### src/sv/mma_pkg.sv
// ---------------------------------------------------------------------------
// mma_pkg
// Shared types, constants and helpers of the matrix multiply-accumulate core.
// ---------------------------------------------------------------------------
`default_nettype none

package mma_pkg;

    localparam int VAL_W     = 32;   // Q16.16 element word
    localparam int FRAC_W    = 16;   // fraction bits of an element
    localparam int IDX_W     = 6;    // flat element index
    localparam int DIM_W     = 4;    // dimension register width
    localparam int CFG_IDX_W = 2;    // configuration register index

    localparam int DEFAULT_MAX_DIM     = 8;
    localparam int DEFAULT_QUEUE_DEPTH = 4;

    localparam logic [DIM_W-1:0] RESET_DIM = 4'd8;

    localparam logic signed [VAL_W-1:0] VAL_MAX = {1'b0, {(VAL_W-1){1'b1}}};
    localparam logic signed [VAL_W-1:0] VAL_MIN = {1'b1, {(VAL_W-1){1'b0}}};

    // Configuration register indexes
    localparam logic [CFG_IDX_W-1:0] REG_ROWS_M  = 2'd0;
    localparam logic [CFG_IDX_W-1:0] REG_COLS_N  = 2'd1;
    localparam logic [CFG_IDX_W-1:0] REG_INNER_K = 2'd2;

    typedef enum logic [1:0] {
        CMD_LOAD_A = 2'd0,
        CMD_LOAD_B = 2'd1,
        CMD_LOAD_C = 2'd2,
        CMD_RUN    = 2'd3
    } cmd_t;

    typedef struct packed {
        cmd_t                     cmd;
        logic [IDX_W-1:0]         idx;
        logic signed [VAL_W-1:0]  value;
    } mma_item_t;

    // Effective (clamped) matrix dimensions
    typedef struct packed {
        logic [DIM_W-1:0] m;
        logic [DIM_W-1:0] n;
        logic [DIM_W-1:0] k;
    } mma_dims_t;

    // Zero acts as one, anything above the maximum acts as the maximum.
    function automatic logic [DIM_W-1:0] eff_dim(input logic [DIM_W-1:0] r,
                                                 input int max_dim);
        logic [DIM_W-1:0] lim;
        lim = DIM_W'(max_dim);
        if (r == '0) begin
            return DIM_W'(1);
        end
        if (r > lim) begin
            return lim;
        end
        return r;
    endfunction

endpackage

`default_nettype wire

### src/sv/mma_queue.sv
// ---------------------------------------------------------------------------
// mma_queue
// Short FIFO of commands between the input side and the execution engine.
// ---------------------------------------------------------------------------
`default_nettype none

module mma_queue import mma_pkg::*;
#(
    parameter int DEPTH = DEFAULT_QUEUE_DEPTH
)
(
    input  wire logic       clk,
    input  wire logic       rst_n,
    input  wire logic       push,
    input  wire mma_item_t  push_item,
    output logic            full,
    input  wire logic       pop,
    output logic            q_valid,
    output mma_item_t       q_item
);

    localparam int PW = (DEPTH > 1) ? $clog2(DEPTH) : 1;
    localparam int NW = $clog2(DEPTH + 1);

    mma_item_t       mem [DEPTH];
    logic [PW-1:0]   wr_ptr_reg, wr_ptr_next;
    logic [PW-1:0]   rd_ptr_reg, rd_ptr_next;
    logic [NW-1:0]   count_reg,  count_next;
    logic            do_pop;

    assign full    = count_reg == NW'(DEPTH);
    assign q_valid = count_reg != '0;
    assign q_item  = mem[rd_ptr_reg];
    assign do_pop  = pop && q_valid;

    always_comb
    begin
        wr_ptr_next = wr_ptr_reg;
        rd_ptr_next = rd_ptr_reg;
        count_next  = count_reg;
        if (push)
        begin
            wr_ptr_next = (wr_ptr_reg == PW'(DEPTH - 1)) ? '0 : wr_ptr_reg + 1'b1;
        end
        if (do_pop)
        begin
            rd_ptr_next = (rd_ptr_reg == PW'(DEPTH - 1)) ? '0 : rd_ptr_reg + 1'b1;
        end
        if (push && !do_pop)
        begin
            count_next = count_reg + 1'b1;
        end
        else if (!push && do_pop)
        begin
            count_next = count_reg - 1'b1;
        end
    end

    always_ff @(posedge clk or negedge rst_n)
    begin
        if (!rst_n)
        begin
            wr_ptr_reg <= '0;
            rd_ptr_reg <= '0;
            count_reg  <= '0;
        end
        else
        begin
            wr_ptr_reg <= wr_ptr_next;
            rd_ptr_reg <= rd_ptr_next;
            count_reg  <= count_next;
        end
    end

    always_ff @(posedge clk)
    begin
        if (push)
        begin
            mem[wr_ptr_reg] <= push_item;
        end
    end

endmodule

`default_nettype wire

### config.mk
export PLATFORM = sky130hd
export DESIGN_NAME = mma_queue
export DESIGN_NICKNAME = d
export VERILOG_FILES = /design/src/sv/mma_pkg.sv /design/src/sv/mma_queue.sv
export SDC_FILE = /design/constraint.sdc
export NUM_CORES = 1
export LEC_CHECK = 0
export ABC_AREA = 1
export BUFFER_PORTS_ARGS = -buffer_cell sky130_fd_sc_hd__buf_2
export CAP_MARGIN = 30
export CORE_ASPECT_RATIO = 0.6
export CORE_UTILIZATION = 30
export DETAILED_ROUTE_END_ITERATION = 8
export PLACE_DENSITY = 0.46
export SETUP_SLACK_MARGIN = 0.02
export SLEW_MARGIN = 20
export SYNTH_ARGS = -nofsm -noshare
export SYNTH_HDL_FRONTEND = slang
export SYNTH_SLANG_ARGS = --single-unit
### constraint.sdc
create_clock -name clk -period 4.3 [get_ports clk]
set_clock_uncertainty 0.15 [all_clocks]
set_input_delay 0.215 -clock clk [delete_from_list [all_inputs] [get_ports clk]]
set_output_delay 0.215 -clock clk [all_outputs]
set_load 0.03 [all_outputs]
======== Yosys cells after proc, flatten, opt, wreduce, memory -nomap -nowiden ========
Memories as Yosys holds them, arrays and structs flattened.
Cells that the tools add are included.
W data, S select, Z words.
word-level totals
  bits in registers ....................... 7
  bits in latches ......................... 0
  RAM bits ................................ 160
  bits in read-only memories .............. 0
  word-level logic and storage cells ...... 24
  memories ................................ 1
memory list
  name  depth  width  read ports  clocked after Yosys merged registers in  write ports  RTL line         text
  mem   4      40     1           0                                        1            mma_queue.sv:25  mma_item_t mem [DEPTH];
cells by class
  add/subtract/negate cells ............... 4
  multiply operators ...................... 0
  div/mod/pow operators ................... 0
  order comparisons ....................... 0
  equal/unequal tests ..................... 3
  shift-type cells ........................ 0
  multiplexer cells ....................... 6
  bitwise gates (word level) .............. 0
  reduce and logical (&&, ||, !) cells .... 7
operators by type and width
  operator               number
  $mux W3                2
  $add A2 B1 Y2 const B  2
  $eq A2 B2 Y1 const B   2
  $mux W2                2
  $add A3 B1 Y3 const B  1
  $eq A3 B3 Y1 const B   1
  $logic_and A1 B1 Y1    3
  $reduce_bool A3 Y1     1
  $sub A3 B1 Y3 const B  1
  $logic_not A1 Y1       2
  $mux W1                2
  $reduce_bool A2 Y1     1

======== Longest topological paths before layout ========
  depth after elaboration ................. 5
  mapped depth ............................ 11

======== Worst setup path before layout ========
No wires, ideal clock.
  path kind ............................... reg-to-reg
  start ................................... register count_reg[0]
  end ..................................... register count_reg[2]
  setup time .............................. 0.117 ns
  arrival time ............................ 1.737 ns
  data required time ...................... 4.033 ns
  slack ................................... 2.296 ns
  stages on the path, launching flop included .. 11
  buffers on the path ..................... 0
  period minus slack after synthesis ...... 2.004 ns
  cell sequence ........................... dfrtp_1 > nor2_1 > nand2_1 > nand2_1 > ha_1 > inv_1 > fa_1 > nand2_1 > nand3_1 > nand2_1 > nand2_1
on the way
  cells in the longest elaborated chain, start to end .. 5
  elaborated cells between the ends (all ways) .. 10
  those cells by class .................... 2 x add/sub; 2 x mux; 6 x reduce/logical
RTL lines
  element                                               RTL line         text
  start: declaration                                    mma_queue.sv:28  logic [NW-1:0] count_reg, count_next;
  start signal: assignment                              mma_queue.sv:71  count_reg <= count_next;
  $reduce_bool A3 Y1 (*)                                mma_queue.sv:32  assign q_valid = count_reg != '0;
  via q_valid                                           mma_queue.sv:18  output logic q_valid,
  $logic_and A1 B1 Y1 (*)                               mma_queue.sv:34  assign do_pop = pop && q_valid;
  $logic_not A1 Y1                                      mma_queue.sv:49  if (push && !do_pop)
  $logic_and A1 B1 Y1                                   mma_queue.sv:49
  $mux W3 / $reduce_bool A2 Y1 (equally long branches)  --
The timed path passes the listed nets; every way through them passes the cells marked *. The select of a mux whose other input is x is not followed.
A chain may end at the register's enable or synchronous reset.

==> flow_metrics.py <==
metrics = {
    "power_and_ir_drop": {
        "irDropWorstVdd_uv": 296,
        "power_density_nw_per_um2": 704,
        "p_leak_uw": 0.00356,
    },
    "route": {
        "drc": 0,
        "drt_iter0_markers": 170,
        "via_per_inst": 4.26,
        "finalWirelength_um": 14900,
        "ant_nets": 0,
        "route.vias.total": 4183,
        "drtPass1Iterations": 4,
        "wl_per_cell_um": 15.2,
    },
    "cts": {
        "clock_path_buffers": 2,
        "cts_tree": "built",
        "post_cts_buffers": 0,
        "clkTransAtPathRegs_ns": 0.06,
        "clock-root-buffer": "clkbuf_16",
        "clock_latency_ns": 0.42,
        "numCtsBuffers": 17,
        "cts_sinks": 167,
        "htreeDepth": 4,
    },
    "floorplan": {
        "fp-row-count": 43,
        "io_pins": 86,
        "initial_core_util": 0.306,
        "core_area_um2": 23100,
        "die_y_um": 121,
        "dieWidth_um": 200,
        "die_area_um2": 24200,
    },
    "logic_synthesis": {
        "synth_cell_types": 20,
        "ys_seq_elements": 167,
        "ys.warnings.count": 0,
        "avgSynthCellArea_um2": 13.6,
        "syn_inst": 522,
        "netlist_area_um2": 7080,
        "yosysSeqAreaShare": 0.704,
        "synth_nets": 573,
    },
    "grt": {
        "grt_usage": 0.129,
        "antenna_found_initial": 1,
        "first_global_vias": 4139,
        "grt_overflow_total": 0,
        "grt_pass1_wl_um": 23200,
        "grt_max_degree": 83,
    },
    "worst_setup_path": {
        "critPathMaxFanout": 49,
        "cp_top_family": "buffers and inverters",
        "cp.arrival_ns": 2.43,
        "cp_slowest_stage_delay_ns": 0.80,
        "worst_ep_required_time_ns": 3.93,
        "critPathCaptureType": "output port",
        "cp_num_buf_inv": 3,
        "crit_slowest_cell": "dfrtp_4",
        "crit_chain": "buf_12, buf_4, o211ai_1, nand2_1, buf_2",
        "critPathLaunchType": "register",
        "critical_path_class": "reg2out",
        "r2r_slack_ns": 2.23,
    },
    "final_layout": {
        "post-route-util": 0.385,
        "layout-drive-gt1-share": 0.301,
        "fin_area_um2": 8900,
        "largest_reg_flops": 160,
        "fill_cells": 2229,
        "nets": 705,
        "area_growth_pct": 25.7,
    },
    "outcome": {
        "outcome": "completed",
    },
    "sta": {
        "relSlewSlack": 0.520,
        "drv_slew": 0,
        "rsz0062_at_grt": "no",
        "timing.final.ws_setup_ns": 1.51,
        "period_needed_ns": 2.79,
        "period_share": 0.649,
        "setup_viol": 0,
        "worstMarginPinSlew_ns": 0.720,
        "timing.fmax_mhz": 358,
        "finalHoldViolCount": 0,
        "finalSetupTns_ns": 0,
    },
    "placement": {
        "io_buffers": 85,
        "gp_congestion": 0.729,
        "dp_slack_ns": 1.85,
        "postPlaceCellArea_um2": 7790,
        "hpwl_um": 8960,
    },
    "min_path": {
        "hp-class": "reg2reg",
    },
    "flow_run": {
        "cap_violations": 0,
    },
}
==> tightest hold or removal path, delay by kind of cell (launching register included) <==
family / cells / cell delay (ns)
DFF: 1 / 0.36
and+or+nand+nor: 2 / 0.11
==> synthesized netlist by cell type <==
| cell | number | area share |
|---|---|---|
| o211ai_1 | 40 | 0.042 |
| nand3_1 | 3 | 0.0021 |
| dfrtp_1 | 7 | 0.025 |
| buf_4 | 4 | 0.0042 |
| o211ai_2 | 40 | 0.071 |
| ha_1 | 6 | 0.011 |
| edfxtp_1 | 160 | 0.68 |
| inv_1 | 89 | 0.047 |
| buf_2 | 13 | 0.0092 |
| nor3_1 | 1 | 0.00071 |
| clkinv_1 | 1 | 0.00053 |
| nand4_1 | 1 | 0.00088 |
| inv_2 | 1 | 0.00053 |
| fa_1 | 1 | 0.0028 |
| nand2_2 | 30 | 0.027 |
| xnor2_1 | 1 | 0.0012 |
| buf_6 | 10 | 0.016 |
| o21ai_0 | 2 | 0.0014 |
| nor2_1 | 3 | 0.0016 |
| nand2_1 | 109 | 0.058 |
==> kinds of logic after synthesis <==
family                   after synthesis  synth area share
flip-flops                           167             0.704
buffers and inverters                118            0.0776
adder cells (fa/ha/maj)                7            0.0134
AO/OA/AOI/OAI                         82             0.115
AND/OR/NAND/NOR                      147            0.0896
XOR/XNOR                               1           0.00124
==> final timing paths <==
check	from	to	cells past startpoint
worst min-delay path	count_reg[2]	count_reg[2]	2
worst max register to register	wr_ptr_reg[0]	mem[0][8]	5
worst max-delay path	rd_ptr_reg[0]	q_item[28]	5
min in group asynchronous	rst_n	count_reg[0]	3
max in group asynchronous	rst_n	rd_ptr_reg[0]	3
worst min register to register	count_reg[2]	count_reg[2]	2
==> final cells by class <==
type,count,area (um^2),share of cell area
clock buffers,19,433,0.0487
flip-flops and latches,167,4980,0.560
diodes,1,2.50,0.000281
multi-input cells,237,1550,0.174
inverters,91,342,0.0384
well taps,315,394,0.0443
repair buffers,140,986,0.111
clock inverters,11,205,0.0231
==> what timing repair did <==
action	in CTS	in global routing
resized for setup	0	0
hold endpoints to repair	171	0
hold buffers	44	0
==> report_power, final <==
group	switching, uW	internal (uW)	total [uW]
registers	163	2100	2260
clock network	600	1080	1680
logic	1630	705	2330
total	2390	3880	6270
==> per-stage QoR <==
| stage | hold WS, ns | instances | total power, uW |
|---|---|---|---|
| after CTS | 0.358 | 979 | 6340 |
| final | 0.351 | 981 | 6270 |
| after floorplan | -0.231 | 522 | 4010 |
| after global routing | 0.379 | 981 | 6620 |
| after global placement | -0.0894 | 903 | 4550 |
| after detailed placement | -0.0930 | 905 | 4620 |
==> layout by cell type (no fill, tap or decap), drive strengths merged <==
cell,n
clkinvlp,1
clkbuf,19
buf,96
nor2,3
o21ai,2
dfrtp,7
inv,91
nand4,1
clkinv,4
ha,6
xnor2,1
diode,1
fa,1
nor3,1
bufinv,6
nand2,139
dlygate4sd3,44
o211ai,80
edfxtp,160
nand3,3
==> layer usage <==
metal / wire [um] / global-route usage
met1: 7270 / 0.169
met2: 6690 / 0.204
met3: 765 / 0.0459
met4: 143 / 0.0344
met5: 0 / 0
Power figures use the tool's default switching activity.
