$ cat src/sv/mma_pkg.sv
// ---------------------------------------------------------------------------
// mma_pkg
// Shared types, constants and helpers of the matrix multiply-accumulate core.
// ---------------------------------------------------------------------------
`default_nettype none

package mma_pkg;

    localparam int VAL_W     = 32;   // Q16.16 element word
    localparam int FRAC_W    = 16;   // fraction bits of an element
    localparam int IDX_W     = 6;    // flat element index
    localparam int DIM_W     = 4;    // dimension register width
    localparam int CFG_IDX_W = 2;    // configuration register index

    localparam int DEFAULT_MAX_DIM     = 8;
    localparam int DEFAULT_QUEUE_DEPTH = 4;

    localparam logic [DIM_W-1:0] RESET_DIM = 4'd8;

    localparam logic signed [VAL_W-1:0] VAL_MAX = {1'b0, {(VAL_W-1){1'b1}}};
    localparam logic signed [VAL_W-1:0] VAL_MIN = {1'b1, {(VAL_W-1){1'b0}}};

    // Configuration register indexes
    localparam logic [CFG_IDX_W-1:0] REG_ROWS_M  = 2'd0;
    localparam logic [CFG_IDX_W-1:0] REG_COLS_N  = 2'd1;
    localparam logic [CFG_IDX_W-1:0] REG_INNER_K = 2'd2;

    typedef enum logic [1:0] {
        CMD_LOAD_A = 2'd0,
        CMD_LOAD_B = 2'd1,
        CMD_LOAD_C = 2'd2,
        CMD_RUN    = 2'd3
    } cmd_t;

    typedef struct packed {
        cmd_t                     cmd;
        logic [IDX_W-1:0]         idx;
        logic signed [VAL_W-1:0]  value;
    } mma_item_t;

    // Effective (clamped) matrix dimensions
    typedef struct packed {
        logic [DIM_W-1:0] m;
        logic [DIM_W-1:0] n;
        logic [DIM_W-1:0] k;
    } mma_dims_t;

    // Zero acts as one, anything above the maximum acts as the maximum.
    function automatic logic [DIM_W-1:0] eff_dim(input logic [DIM_W-1:0] r,
                                                 input int max_dim);
        logic [DIM_W-1:0] lim;
        lim = DIM_W'(max_dim);
        if (r == '0) begin
            return DIM_W'(1);
        end
        if (r > lim) begin
            return lim;
        end
        return r;
    endfunction

endpackage

`default_nettype wire

$ cat src/sv/mma_front.sv
// ---------------------------------------------------------------------------
// mma_front
// Input side: takes items, drops loads that fall outside the configured
// matrix, and pushes the rest into the command queue.
// ---------------------------------------------------------------------------
`default_nettype none

module mma_front import mma_pkg::*;
(
    input  wire mma_dims_t                dims,
    input  wire logic                     cmd_valid,
    output logic                          cmd_stall,
    input  wire logic [1:0]               command,
    input  wire logic [IDX_W-1:0]         elem_index,
    input  wire logic signed [VAL_W-1:0]  elem_value,
    input  wire logic                     q_full,
    output logic                          q_push,
    output mma_item_t                     q_item
);

    localparam int LW = 2 * DIM_W;

    logic [LW-1:0] limit;
    logic          keep;
    cmd_t          cmd;

    assign cmd = cmd_t'(command);

    always_comb
    begin
        limit = '0;
        keep  = 1'b1;
        unique case (cmd)
            CMD_LOAD_A:
            begin
                limit = LW'(dims.m) * LW'(dims.k);
                keep  = LW'(elem_index) < limit;
            end
            CMD_LOAD_B:
            begin
                limit = LW'(dims.k) * LW'(dims.n);
                keep  = LW'(elem_index) < limit;
            end
            CMD_LOAD_C:
            begin
                limit = LW'(dims.m) * LW'(dims.n);
                keep  = LW'(elem_index) < limit;
            end
            CMD_RUN:
            begin
                keep = 1'b1;
            end
            default:
            begin
                keep = 1'b0;
            end
        endcase
    end

    assign cmd_stall    = q_full;
    assign q_push       = cmd_valid && !q_full && keep;
    assign q_item.cmd   = cmd;
    assign q_item.idx   = elem_index;
    assign q_item.value = elem_value;

endmodule

`default_nettype wire

$ cat config.mk
export PLATFORM = sky130hd
export DESIGN_NAME = mma_front
export DESIGN_NICKNAME = d
export VERILOG_FILES = /design/src/sv/mma_pkg.sv /design/src/sv/mma_front.sv
export SDC_FILE = /design/constraint.sdc
export NUM_CORES = 1
export LEC_CHECK = 0
export BUFFER_PORTS_ARGS = -buffer_cell sky130_fd_sc_hd__buf_2
export CAP_MARGIN = 20
export CORE_UTILIZATION = 37
export DETAILED_ROUTE_END_ITERATION = 16
export PLACE_DENSITY = 0.66
export SYNTH_ARGS = -nofsm -noshare
export SYNTH_HDL_FRONTEND = slang
export SYNTH_SLANG_ARGS = --single-unit
$ cat constraint.sdc
create_clock -name vclk -period 6.8
set_input_delay 0.68 -clock vclk [all_inputs]
set_output_delay 0.68 -clock vclk [all_outputs]
set_load 0.1 [all_outputs]
# Yosys cells after proc, flatten, opt, wreduce, memory -nomap -nowiden

Index checks and enable logic that the tools add are counted.

Magnitude comparators: 3
$mul: 3
Reductions and logical operators: 4
Equal/unequal tests: 3
Mux-type cells: 1

Operators by type and width:

| operator                                             | count |
|---|---|
| less-than comparator 6 x 8 -> 1 bit                  | 3 |
| multiplier 4 x 4 -> 8 bit                            | 3 |
| equality test 2 bit (second input constant)          | 2 |
| one-hot mux 1 bit (4 select lines)                   | 1 |
| equality test 2 x 1 -> 1 bit (second input constant) | 1 |
| logical AND 1 bit                                    | 2 |
| logical NOT 2 bit                                    | 1 |
| logical NOT 1 bit                                    | 1 |

Output and inout bits: 42
Register bits: 0
Input bits: 54
Logic and storage cells: 14

# Longest topological paths before layout

Gate-level depths: netlist of the first run.

Depth in word-level cells: 4
Depth in mapped cells: 15

# Worst setup path before layout of the first run

Ideal clock, no wire load.

Kind: input -> output
Start point: input dims[7] in the netlist's numbering
End point: output q_push
Required time: 6.120 ns
Path slack: 1.440 ns
Path buffers: 0
Cell stages on the path: 14
Arrival: 4.680 ns
Path through: nand2_1 fa_1 inv_1 fa_1 inv_1 fa_1 xor2_1 ha_1 nand2_1 nor2_1 a211oi_1 o21ai_0 a311o_1 a211oi_2

Word-level cells in the longest chain between the ends: 4
Elaborated cells on any way between the ends: 6
Those cells by class: 2 x mul; 2 x order compare; 1 x mux; 1 x reduce/logical

Ends and longest elaborated chain:

| element                                                | RTL line                         | source |
|---|---|---|
| start, declared                                        | mma_front.sv:10                  | `input wire mma_dims_t dims,` |
| multiplier 4 x 4 -> 8 bit (on tied branches)           | mma_front.sv:46, mma_front.sv:41 |  |
| less-than comparator 6 x 8 -> 1 bit (on tied branches) | mma_front.sv:47, mma_front.sv:42 |  |
| one-hot mux 1 bit (4 select lines) (*)                 | mma_front.sv:33                  | `unique case (cmd)` |
| logical AND 1 bit (*)                                  | mma_front.sv:61                  | `assign q_push = cmd_valid && !q_full && keep;` |
| end, declared                                          | mma_front.sv:17                  | `output logic q_push,` |

Mark *: on every way between the ends. The rest lies on a longest branch, timed or not.

# Worst setup path in the final report of the first run

Same ends and word-level chain as after synthesis.

==> Implementation_results.wiki, run 1 <==
{| class="wikitable"
! Metric !! Value
|-
| Achievable clock frequency || 0.1989 GHz
|-
| Layout cells sized above 1 || 15.35%
|-
| IO Port Bufs || 32
|-
| Arr. time, crit path || between 4000 and 5000 ps
|-
| Count of clock buffers in the final design || 0
|-
| Fill cell instance count of the final layout || approximately 550
|-
| Status || finished, final reports clean
|-
| Category of the worst setup path launch point || input pin
|-
| Number of distinct library cells after synthesis || 32
|-
| Die X || between 70 and 80 µm
|-
| Critical setup path kind || in -> out
|-
| Synthesized area per cell || slightly above 8 µm²
|-
| Via count of the first global-routing pass || ~1500
|-
| Post-Layout Cell Count || 311
|-
| Type of the tightest min-delay check || in -> out
|-
| GR Overflow Total || 0
|-
| Estimated wirelength of the detail-placed design || about 3.3 mm
|-
| Die height || 76.27 µm
|-
| I/O Pins || 96
|-
| Sequential cell fraction of total power || 0%
|-
| Initial cell density of the core || between 30 and 40%
|-
| Most heavily used metal layer in global routing || met2
|-
| Synthesized area || between 0.002 and 0.0025 mm²
|-
| Synth warnings || 0
|-
| Row cnt || 26
|-
| IR drop worst, VDD || between 40 and 50 µV
|-
| Slew Limit Fails || 0
|-
| Hold Path End || q_item[10]
|-
| Count of routing violations after the opening detailed-route iteration || 38
|-
| Antenna violations before repair || 0
|-
| Syn nets || 367
|-
| Count of instances resized after the clock tree is built || 0
|-
| Detailed Route WL || about 3.9 mm
|-
| Maximum fanout along the worst path || 8
|-
| FF+latch count || 0
|-
| N_diodes || 0
|-
| Number of setup buffers added after CTS || 0
|-
| Worst Max-Slew Pin Slew || slightly below 500 ps
|-
| Unrepaired setup endpoints after global routing || false
|-
| Antenna violation net count after detailed routing || 0
|-
| Gate Count Post-Synth || 250
|-
| Final-report setup violation count || 0
|-
| FF/Latch Area || 0 µm²
|-
| Proportion of synthesized chip area in sequential cells || 0%
|-
| Hold path depth || 0
|-
| Routed len/inst || around 13 µm
|-
| Power density relative to cell area || 100.6 mW/mm²
|-
| Number of search-and-repair iterations in the first detailed-routing pass || 4
|-
| Maximum number of pins on one net before global-route repair || 9
|-
| Met3 track demand over resource in global routing || 0.4790%
|-
| Leak Pwr || 1.088 nW
|-
| Worst rel slew slack || around two thirds
|-
| Data required time of the critical path || between 6000 and 7000 ps
|-
| Vias || between 1500 and 2000
|-
| Max-Cap Viols || 0
|-
| Routability-driven placement congestion ratio || between 0.8 and 0.9
|-
| Total Routing Usage GR || 13.99%
|-
| Cell internal pwr || approximately 80 µW
|-
| Wire length of the first global-routing pass || 6.796 mm
|-
| Number of placed cells counting well taps || roughly 310
|-
| Number of remaining DRC errors || 0
|-
| Crit end category || primary output
|-
| Switching power as a share of total power || between 60 and 70%
|-
| Final worst-path cycle share || between 70% and 80%
|-
| Aggregate negative setup slack || 0 ps
|-
| Total area of multi-input combinational cells || between 0.0015 and 0.002 mm²
|-
| Via/cell ratio || around 4.9
|-
| Min Tclk post-route || roughly 5000 ps
|-
| Die footprint || between 0.005 and 0.006 mm²
|-
| Layout overhead on the synthesized area || -2.943%
|-
| Final Hold Violating Endpoints || 0
|-
| Clock network power share || 0%
|-
| M1 GR Usage || roughly 22%
|-
| Share of power burned in combinational logic || between 90% and 100%
|-
| Net Switching || ~120 µW
|-
| Hold-fix buffers, CTS || 0
|-
| Critical hold path startpoint || elem_value[10]
|-
| Number of nets in the final layout || 360
|-
| Global-route track usage on met2 || 22.34%
|-
| Core outline area || 0.005205 mm²
|}
-- final cells by class --
type | count | share of cell area (%)
tap | 70 | 4.422
timing repair buffer | 32 | 8.086
inverter | 30 | 5.685
multi-input combinational | 179 | 81.81
-- how the worst max path moves through the flow --
stage	startpoint	to	slack, ps	cells past startpoint
3_3_place_gp	dims[7]	q_push	1810	17
2_1_floorplan	dims[7]	q_push	1440	14
4_1_cts	dims[8]	q_push	1750	16
6_report	dims[7]	q_push	1770	17
5_1_grt	dims[8]	q_push	1550	15
3_5_place_dp	dims[8]	q_push	1760	15
-- worst max-delay path: stages --
cell and delay, ps:
buf_2 150, nand2_1 90, fa_1 530, inv_1 50
fa_1 490, ha_1 320, a21oi_2 170, o21bai_1 90
xnor2_1 130, ha_1 300, nand2_1 80, nor2_1 40
a211oi_1 200, o21ai_0 140, a311o_1 290, a211oi_2 140
buf_2 450
-- cells in the mapped netlist, types with 4 or more instances --
cell | n | area [µm²]
and2_1 | 31 | 193.9
inv_1 | 30 | 112.6
a211oi_1 | 4 | 30.03
a21o_1 | 5 | 37.54
xnor2_1 | 4 | 35.03
xor2_1 | 4 | 35.03
nand3b_1 | 4 | 30.03
o21ai_1 | 4 | 20.02
buf_4 | 41 | 307.8
ha_1 | 51 | 638.1
fa_1 | 12 | 240.2
nand2_1 | 21 | 78.83
a21oi_1 | 12 | 60.06
-- logic make-up (layout without fill, tap and decap cells) --
family,Yosys count,in the layout,synth area share (%)
AOI/OAI and AO/OA,37,37,12.08
xor gates and xnor gates,8,8,3.433
adders and majority gates,63,63,43.04
buffers and inverters,71,62,20.60
muxes,2,2,1.042
and+or+nand+nor,69,69,19.80
-- layer usage --
layer | up-vias | wire (µm)
li1 | 789 | -
met1 | 685 | 2069
met2 | 52 | 1573
met3 | 4 | 277
met4 | 0 | 8
met5 | - | 0
-- cell usage in the layout, fill, tap and decap left out, types with 2 or more instances in the layout --
cell type	instances
a211oi_1	4
a21o_1	5
a21oi_1	12
a21oi_2	2
and2_1	31
buf_2	32
fa_1	12
ha_1	51
inv_1	30
nand2_1	21
nand3b_1	4
nor2_1	3
nor4_1	3
o211ai_1	2
o21ai_0	2
o21ai_1	4
o21bai_1	2
xnor2_1	4
xor2_1	4
-- through the flow --
| stage | util (%) | cell area (µm²) | hold WS [ps] | total power [mW] | setup slack [ps] |
|---|---|---|---|---|---|
| 2_1_floorplan | - | 2041 | 1572 | 0.2458 | 1440 |
| 3_3_place_gp | 38.05 | 1981 | 1361 | 0.1978 | 1807 |
| 3_5_place_dp | 38.05 | 1981 | 1361 | 0.2002 | 1763 |
| 4_1_cts | 38.05 | 1981 | 1361 | 0.2021 | 1753 |
| 5_1_grt | 38.05 | 1981 | 1360 | 0.2287 | 1554 |
| 6_report | 38.05 | 1981 | 1360 | 0.1993 | 1773 |
-- power by group through the flow --
stage	Sequential [mW]	Combinational [mW]	Clock (mW)
CTS	0	0.202	0
detailed placement	0	0.200	0
global placement	0	0.198	0
floorplan	0	0.246	0
global route	0	0.229	0
finish	0	0.199	0
No activity file was read; power rests on OpenSTA's default activity.
==> run 2: changes to the inputs <==
--- a/config.mk
+++ b/config.mk
@@ -9,7 +9,7 @@
 export CAP_MARGIN = 20
 export CORE_UTILIZATION = 37
 export DETAILED_ROUTE_END_ITERATION = 16
-export PLACE_DENSITY = 0.66
+export PLACE_DENSITY = 0.69
 export SYNTH_ARGS = -nofsm -noshare
 export SYNTH_HDL_FRONTEND = slang
 export SYNTH_SLANG_ARGS = --single-unit
==> constraint.sdc (replaced) <==
create_clock -name vclk -period 4.6
set_input_delay 0.46 -clock vclk [all_inputs]
set_output_delay 0.46 -clock vclk [all_outputs]
set_load 0.1 [all_outputs]
==> Implementation_results.wiki, run 2 (synthesized netlist as in run 1, its figures left out) <==
{| class="wikitable"
! Metric !! Value
|-
| Status || finished, final reports clean (unchanged)
|-
| Vias || 1567 (was 1530)
|-
| Antenna violation net count after detailed routing || 0 (unchanged)
|-
| Switching power as a share of total power || 58.59% (was 60.24%)
|-
| Maximum single-stage delay on the critical path || 540 ps (was 530 ps)
|-
| Type of the tightest min-delay check || in -> out (unchanged)
|-
| Fill cell instance count of the final layout || 555 (was 551)
|-
| Crit end category || primary output (unchanged)
|-
| Total Routing Usage GR || 14.62% (was 13.99%)
|-
| Most frequent standard cell in the layout excluding fill and tap cells || ha_1 (unchanged)
|-
| Via/cell ratio || 4.975 (was 4.920)
|-
| Delay-heaviest family, CP || adder cells (unchanged)
|-
| Final worst-path cycle share || 95.95%
|-
| Max-Cap Viols || 0 (unchanged)
|-
| Worst rel slew slack || 67.53% (was 67.68%)
|-
| Row cnt || 26 (unchanged)
|-
| Die footprint || 0.005816 mm² (unchanged)
|-
| Slowest cell on the critical path || fa_1 (unchanged)
|-
| Critical setup path kind || in -> out (unchanged)
|-
| Layout cells sized above 1 || 18.78% (was 15.35%)
|-
| Antenna violations before repair || 0 (unchanged)
|-
| Final Hold Violating Endpoints || 0 (unchanged)
|-
| Sequential cell fraction of total power || 0% (about the same)
|-
| FF+latch count || 0 (unchanged)
|-
| Final-report setup violation count || 0 (unchanged)
|-
| Leak Pwr || 1.117 nW (was 1.088 nW)
|-
| Aggregate negative setup slack || 0 ps (unchanged)
|-
| Post-Place Cell Area || 0.002026 mm² (was 0.001981 mm²)
|-
| Post-route cell area || 0.002064 mm² (was 0.001981 mm²)
|-
| Core outline area || 0.005205 mm² (unchanged)
|-
| Wire length of the first global-routing pass || 7.120 mm (was 6.796 mm)
|-
| Cell internal pwr || 129.7 µW (was 79.24 µW)
|-
| Layout overhead on the synthesized area || 1.165% (was -2.943%)
|-
| Category of the worst setup path launch point || input pin (unchanged)
|-
| I/O Pins || 96 (unchanged)
|-
| Sequence of cells on the critical path || buf_4, nand2_2, fa_1, inv_1, fa_1, ha_1, a21oi_2, o21bai_1, xnor2_1, ha_1, nand2_1, nor2_1, a211oi_2, o21ai_1, a311o_1, a211oi_4, buf_12 (was buf_2, nand2_1, fa_1, inv_1, fa_1, ha_1, a21oi_2, o21bai_1, xnor2_1, ha_1, nand2_1, nor2_1, a211oi_1, o21ai_0, a311o_1, a211oi_2, buf_2)
|-
| Post-Layout Cell Count || 315 (was 311)
|-
| Detailed Route WL || 3.955 mm (was 3.928 mm)
|-
| Slew Limit Fails || 0 (unchanged)
|-
| Number of buffers and inverters on the critical path || 3 (unchanged)
|-
| Routability-driven placement congestion ratio || 0.7806 (was 0.8070)
|-
| IR drop worst, VDD || 60.73 µV (was 49.42 µV)
|-
| Data required time of the critical path || 4140 ps (was 6120 ps)
|-
| Share of power burned in combinational logic || 100.0% (about the same)
|-
| Net Switching || 183.6 µW (was 120.1 µW)
|-
| Maximum number of pins on one net before global-route repair || 9 (unchanged)
|-
| Via count of the first global-routing pass || 1642 (was 1467)
|-
| Arr. time, crit path || 3950 ps (was 4350 ps)
|-
| IO Port Bufs || 32 (unchanged)
|-
| Clock network power share || 0% (about the same)
|-
| Final core utilization || 39.66% (was 38.05%)
|-
| Number of remaining DRC errors || 0 (unchanged)
|-
| Maximum fanout along the worst path || 8 (unchanged)
|-
| Number of placed cells counting well taps || 314 (was 311)
|-
| Initial cell density of the core || 39.21% (unchanged)
|-
| GR Overflow Total || 0 (unchanged)
|-
| Die X || 76.27 µm (unchanged)
|-
| Achievable clock frequency || between 0.2 and 0.25 GHz
|-
| Count of clock buffers in the final design || 0 (unchanged)
|-
| Number of nets in the final layout || 364 (was 360)
|-
| FF/Latch Area || 0 µm² (unchanged)
|-
| Worst Max-Slew Pin Slew || 490.5 ps (was 488.1 ps)
|-
| Estimated wirelength of the detail-placed design || 3.428 mm (was 3.253 mm)
|-
| Highest-count cells in the layout ignoring fill and taps || ha_1 (51), and2_1 (31), inv_1 (30) (was ha_1 (51), buf_2 (32), and2_1 (31))
|-
| Power density relative to cell area || 151.8 mW/mm² (was 100.6 mW/mm²)
|-
| Die height || 76.27 µm (unchanged)
|-
| Routed len/inst || 12.56 µm (was 12.63 µm)
|-
| Total Power Consumption || 313.3 µW (was 199.3 µW)
|-
| Number of search-and-repair iterations in the first detailed-routing pass || 4 (unchanged)
|-
| N_diodes || 0 (unchanged)
|-
| Hold-fix buffers, CTS || 0 (unchanged)
|-
| Count of routing violations after the opening detailed-route iteration || 45 (was 38)
|-
| Min Tclk post-route || ~4400 ps
|}
run 2: layer usage:
layer	share of wire [%]	track usage, %
met4	0	0.7692
met2	52	29.01
met3	3.4	1.078
met1	44	17.63
met5	0	0
run 2: final timing paths:
| path | startpoint | to | slack, ps | depth (start not counted) |
|---|---|---|---|---|
| worst max-delay path | dims[7] | q_push | 190 | 17 |
| worst min-delay path | elem_value[10] | q_item[10] | 920 | 0 |
run 2: power by group through the flow:
| stage | Clock (mW) | Combinational (mW) | Sequential, mW |
|---|---|---|---|
| 6_report | 0 | 0.313 | 0 |
| 5_1_grt | 0 | 0.358 | 0 |
| 4_1_cts | 0 | 0.309 | 0 |
| 3_5_place_dp | 0 | 0.306 | 0 |
| 3_3_place_gp | 0 | 0.298 | 0 |
| 2_1_floorplan | 0 | 0.365 | 0 |
run 2: final cells by class:
cell class / count / area, µm² / area share, %
Multi-Input combinational cell: 179 / 1644 / 79.64
Timing Repair Buffer: 36 / 220.2 / 10.67
Inverter: 30 / 112.6 / 5.455
Tap cell: 70 / 87.58 / 4.242
run 2: what timing repair did:
action / CTS / global route
buffers inserted: 0 / 1
resized for setup: 0 / 16
endpoints found under the setup margin: 0 / 1
run 2: stage by stage:
step	hold slack [ps]	worst slack [ps]
after floorplan	1132	73.79
after global placement	920.7	157.4
after detailed placement	920.7	96.54
after CTS	920.7	101.3
after global routing	920.1	-6.219
final	920.0	186.1
==> run 3: changes to the inputs <==
--- a/config.mk
+++ b/config.mk
@@ -9,7 +9,8 @@
 export CAP_MARGIN = 20
 export CORE_UTILIZATION = 37
 export DETAILED_ROUTE_END_ITERATION = 16
-export PLACE_DENSITY = 0.69
+export PLACE_DENSITY = 0.7
+export SKIP_LAST_GASP = 1
 export SYNTH_ARGS = -nofsm -noshare
 export SYNTH_HDL_FRONTEND = slang
 export SYNTH_SLANG_ARGS = --single-unit
==> Implementation_results.wiki, run 3 (synthesized netlist as in run 1, its figures left out) <==
{| class="wikitable"
! Metric !! Value
|-
| Status || finished, final reports clean (unchanged)
|-
| Die footprint || 0.005816 mm² (unchanged)
|-
| Core outline area || 0.005205 mm² (unchanged)
|-
| Number of setup buffers added after CTS || 0 (unchanged)
|-
| Power density relative to cell area || 150.8 mW/mm² (was 151.8 mW/mm²)
|-
| Estimated wirelength of the detail-placed design || 3.333 mm (was 3.428 mm)
|-
| IR drop worst, VDD || 75.77 µV (was 60.73 µV)
|-
| Final Hold Violating Endpoints || 0 (unchanged)
|-
| Wire length of the first global-routing pass || 6.879 mm (was 7.120 mm)
|-
| Critical hold path startpoint || elem_value[10] (unchanged)
|-
| Most heavily used metal layer in global routing || met2 (unchanged)
|-
| Antenna violations before repair || 0 (unchanged)
|-
| I/O Pins || 96 (unchanged)
|-
| Aggregate negative setup slack || 0 ps (unchanged)
|-
| Worst Max-Slew Pin Slew || 479.0 ps (was 490.5 ps)
|-
| GR Overflow Total || 0 (unchanged)
|-
| Max-Cap Viols || 0 (unchanged)
|-
| Delay-heaviest family, CP || adder cells (unchanged)
|-
| Most frequent standard cell in the layout excluding fill and tap cells || ha_1 (unchanged)
|-
| Critical path origin || dims[7] (unchanged)
|-
| Antenna violation net count after detailed routing || 0 (unchanged)
|-
| Slew Limit Fails || 0 (unchanged)
|-
| Row cnt || 26 (unchanged)
|-
| Number of buffers and inverters on the critical path || 3 (unchanged)
|-
| Unrepaired setup endpoints after global routing || false
|-
| Routed len/inst || 12.47 µm (was 12.56 µm)
|-
| Via count of the first global-routing pass || 1570 (was 1642)
|-
| Achievable clock frequency || 0.2267 GHz (was 0.2266 GHz)
|-
| Final worst-path cycle share || 95.91% (was 95.95%)
|-
| Met3 track demand over resource in global routing || 1.078% (unchanged)
|-
| Layout overhead on the synthesized area || 0.3064% (was 1.165%)
|-
| Hold Path End || q_item[10] (unchanged)
|-
| FF/Latch Area || 0 µm² (unchanged)
|-
| Die height || 76.27 µm (unchanged)
|-
| Total Routing Usage GR || 14.11% (was 14.62%)
|-
| Final-report setup violation count || 0 (unchanged)
|-
| Total Power Consumption || 308.7 µW (was 313.3 µW)
|-
| Type of the tightest min-delay check || in -> out (unchanged)
|-
| Via/cell ratio || 4.866 (was 4.975)
|-
| Number of nets in the final layout || 362 (was 364)
|-
| Worst rel slew slack || 67.77% (was 67.53%)
|-
| Die X || 76.27 µm (unchanged)
|-
| FF+latch count || 0 (unchanged)
|-
| M1 GR Usage || 17.48% (was 17.63%)
|-
| Slowest cell on the critical path || fa_1 (unchanged)
|-
| IO Port Bufs || 32 (unchanged)
|-
| Crit end category || primary output (unchanged)
|-
| Category of the worst setup path launch point || input pin (unchanged)
|-
| Hold path depth || 0 (unchanged)
|-
| Arr. time, crit path || 3950 ps (about the same)
|-
| Maximum number of pins on one net before global-route repair || 9 (unchanged)
|-
| Hold-fix buffers, CTS || 0 (unchanged)
|-
| Maximum single-stage delay on the critical path || 530 ps (was 540 ps)
|-
| Layout cells sized above 1 || 17.70% (was 18.78%)
|-
| Sequence of cells on the critical path || clkbuf_4, nand2_2, fa_1, inv_1, fa_1, ha_1, a21oi_2, o21bai_1, xnor2_1, ha_1, nand2_1, nor2_1, a211oi_1, o21ai_1, a311o_1, a211oi_4, buf_12 (was buf_4, nand2_2, fa_1, inv_1, fa_1, ha_1, a21oi_2, o21bai_1, xnor2_1, ha_1, nand2_1, nor2_1, a211oi_2, o21ai_1, a311o_1, a211oi_4, buf_12)
|-
| N_diodes || 0 (unchanged)
|-
| Leak Pwr || 1.105 nW (was 1.117 nW)
|-
| Initial cell density of the core || 39.21% (unchanged)
|-
| Highest-count cells in the layout ignoring fill and taps || ha_1 (50), and2_1 (31), inv_1 (30) (was ha_1 (51), and2_1 (31), inv_1 (30))
|-
| Min Tclk post-route || 4412 ps (was 4414 ps)
|-
| Fill cell instance count of the final layout || 546 (was 555)
|-
| Vias || 1523 (was 1567)
|-
| Detailed Route WL || 3.903 mm (was 3.955 mm)
|-
| Routability-driven placement congestion ratio || 0.8117 (was 0.7806)
|-
| Number of remaining DRC errors || 0 (unchanged)
|-
| Maximum fanout along the worst path || 8 (unchanged)
|-
| Count of clock buffers in the final design || 0 (unchanged)
|-
| Number of search-and-repair iterations in the first detailed-routing pass || 4 (unchanged)
|-
| Critical setup path kind || in -> out (unchanged)
|-
| Count of routing violations after the opening detailed-route iteration || 29 (was 45)
|-
| Data required time of the critical path || 4140 ps (about the same)
|-
| Global-route track usage on met2 || 27.39% (was 29.01%)
|}
-- run 3: cell types whose count changed in the layout (fill, tap and decap cells not counted), sizes merged --
cell / change
buf: -3
clkbuf: +1
-- run 3: per-stage QoR --
step                      std cells  hold WS [ps]  instance area (µm²)  setup WS (ps)  util, %
final                           313         920.0                 2047          188.1    39.33
after global routing            313         920.1                 2047          4.126    39.33
after CTS                       313         920.7                 2018          112.6    38.77
after detailed placement        313         920.7                 2018          110.9    38.77
after global placement          313         920.7                 2018          177.9    38.77
after floorplan                 250          1132                 2048          73.79        -
-- run 3: power breakdown --
group	switching [mW]	internal (mW)
sequential	0	0
combinational	0.180	0.128
clock	0	0
-- run 3: area by class of cell --
type,instances,area (µm²),area share (%)
inverters,30,112.6,5.501
repair buffers,34,197.7,9.658
well taps,70,87.58,4.279
multi-input cells,179,1649,80.56
-- run 3: worst max path at each step --
stage / to / slack (ps) / depth (start not counted)
6_report: q_push / 190 / 17
3_3_place_gp: q_push / 180 / 15
5_1_grt: q_push / 4 / 17
2_1_floorplan: q_push / 70 / 14
3_5_place_dp: q_push / 110 / 17
4_1_cts: q_push / 110 / 16
-- run 3: what timing repair did --
action / 4_1_cts / 5_1_grt
endpoints found under the setup margin: 0 / 1
endpoints found under the hold margin: 0 / 0
gates resized for setup: 0 / 8
-- run 3: metal layers --
metal  share of wire, %  vias to the layer above
li1                   -                      795
met1                 47                      698
met2                 49                       28
met3                3.3                        2
met4               0.10                        0
met5                  0                        -
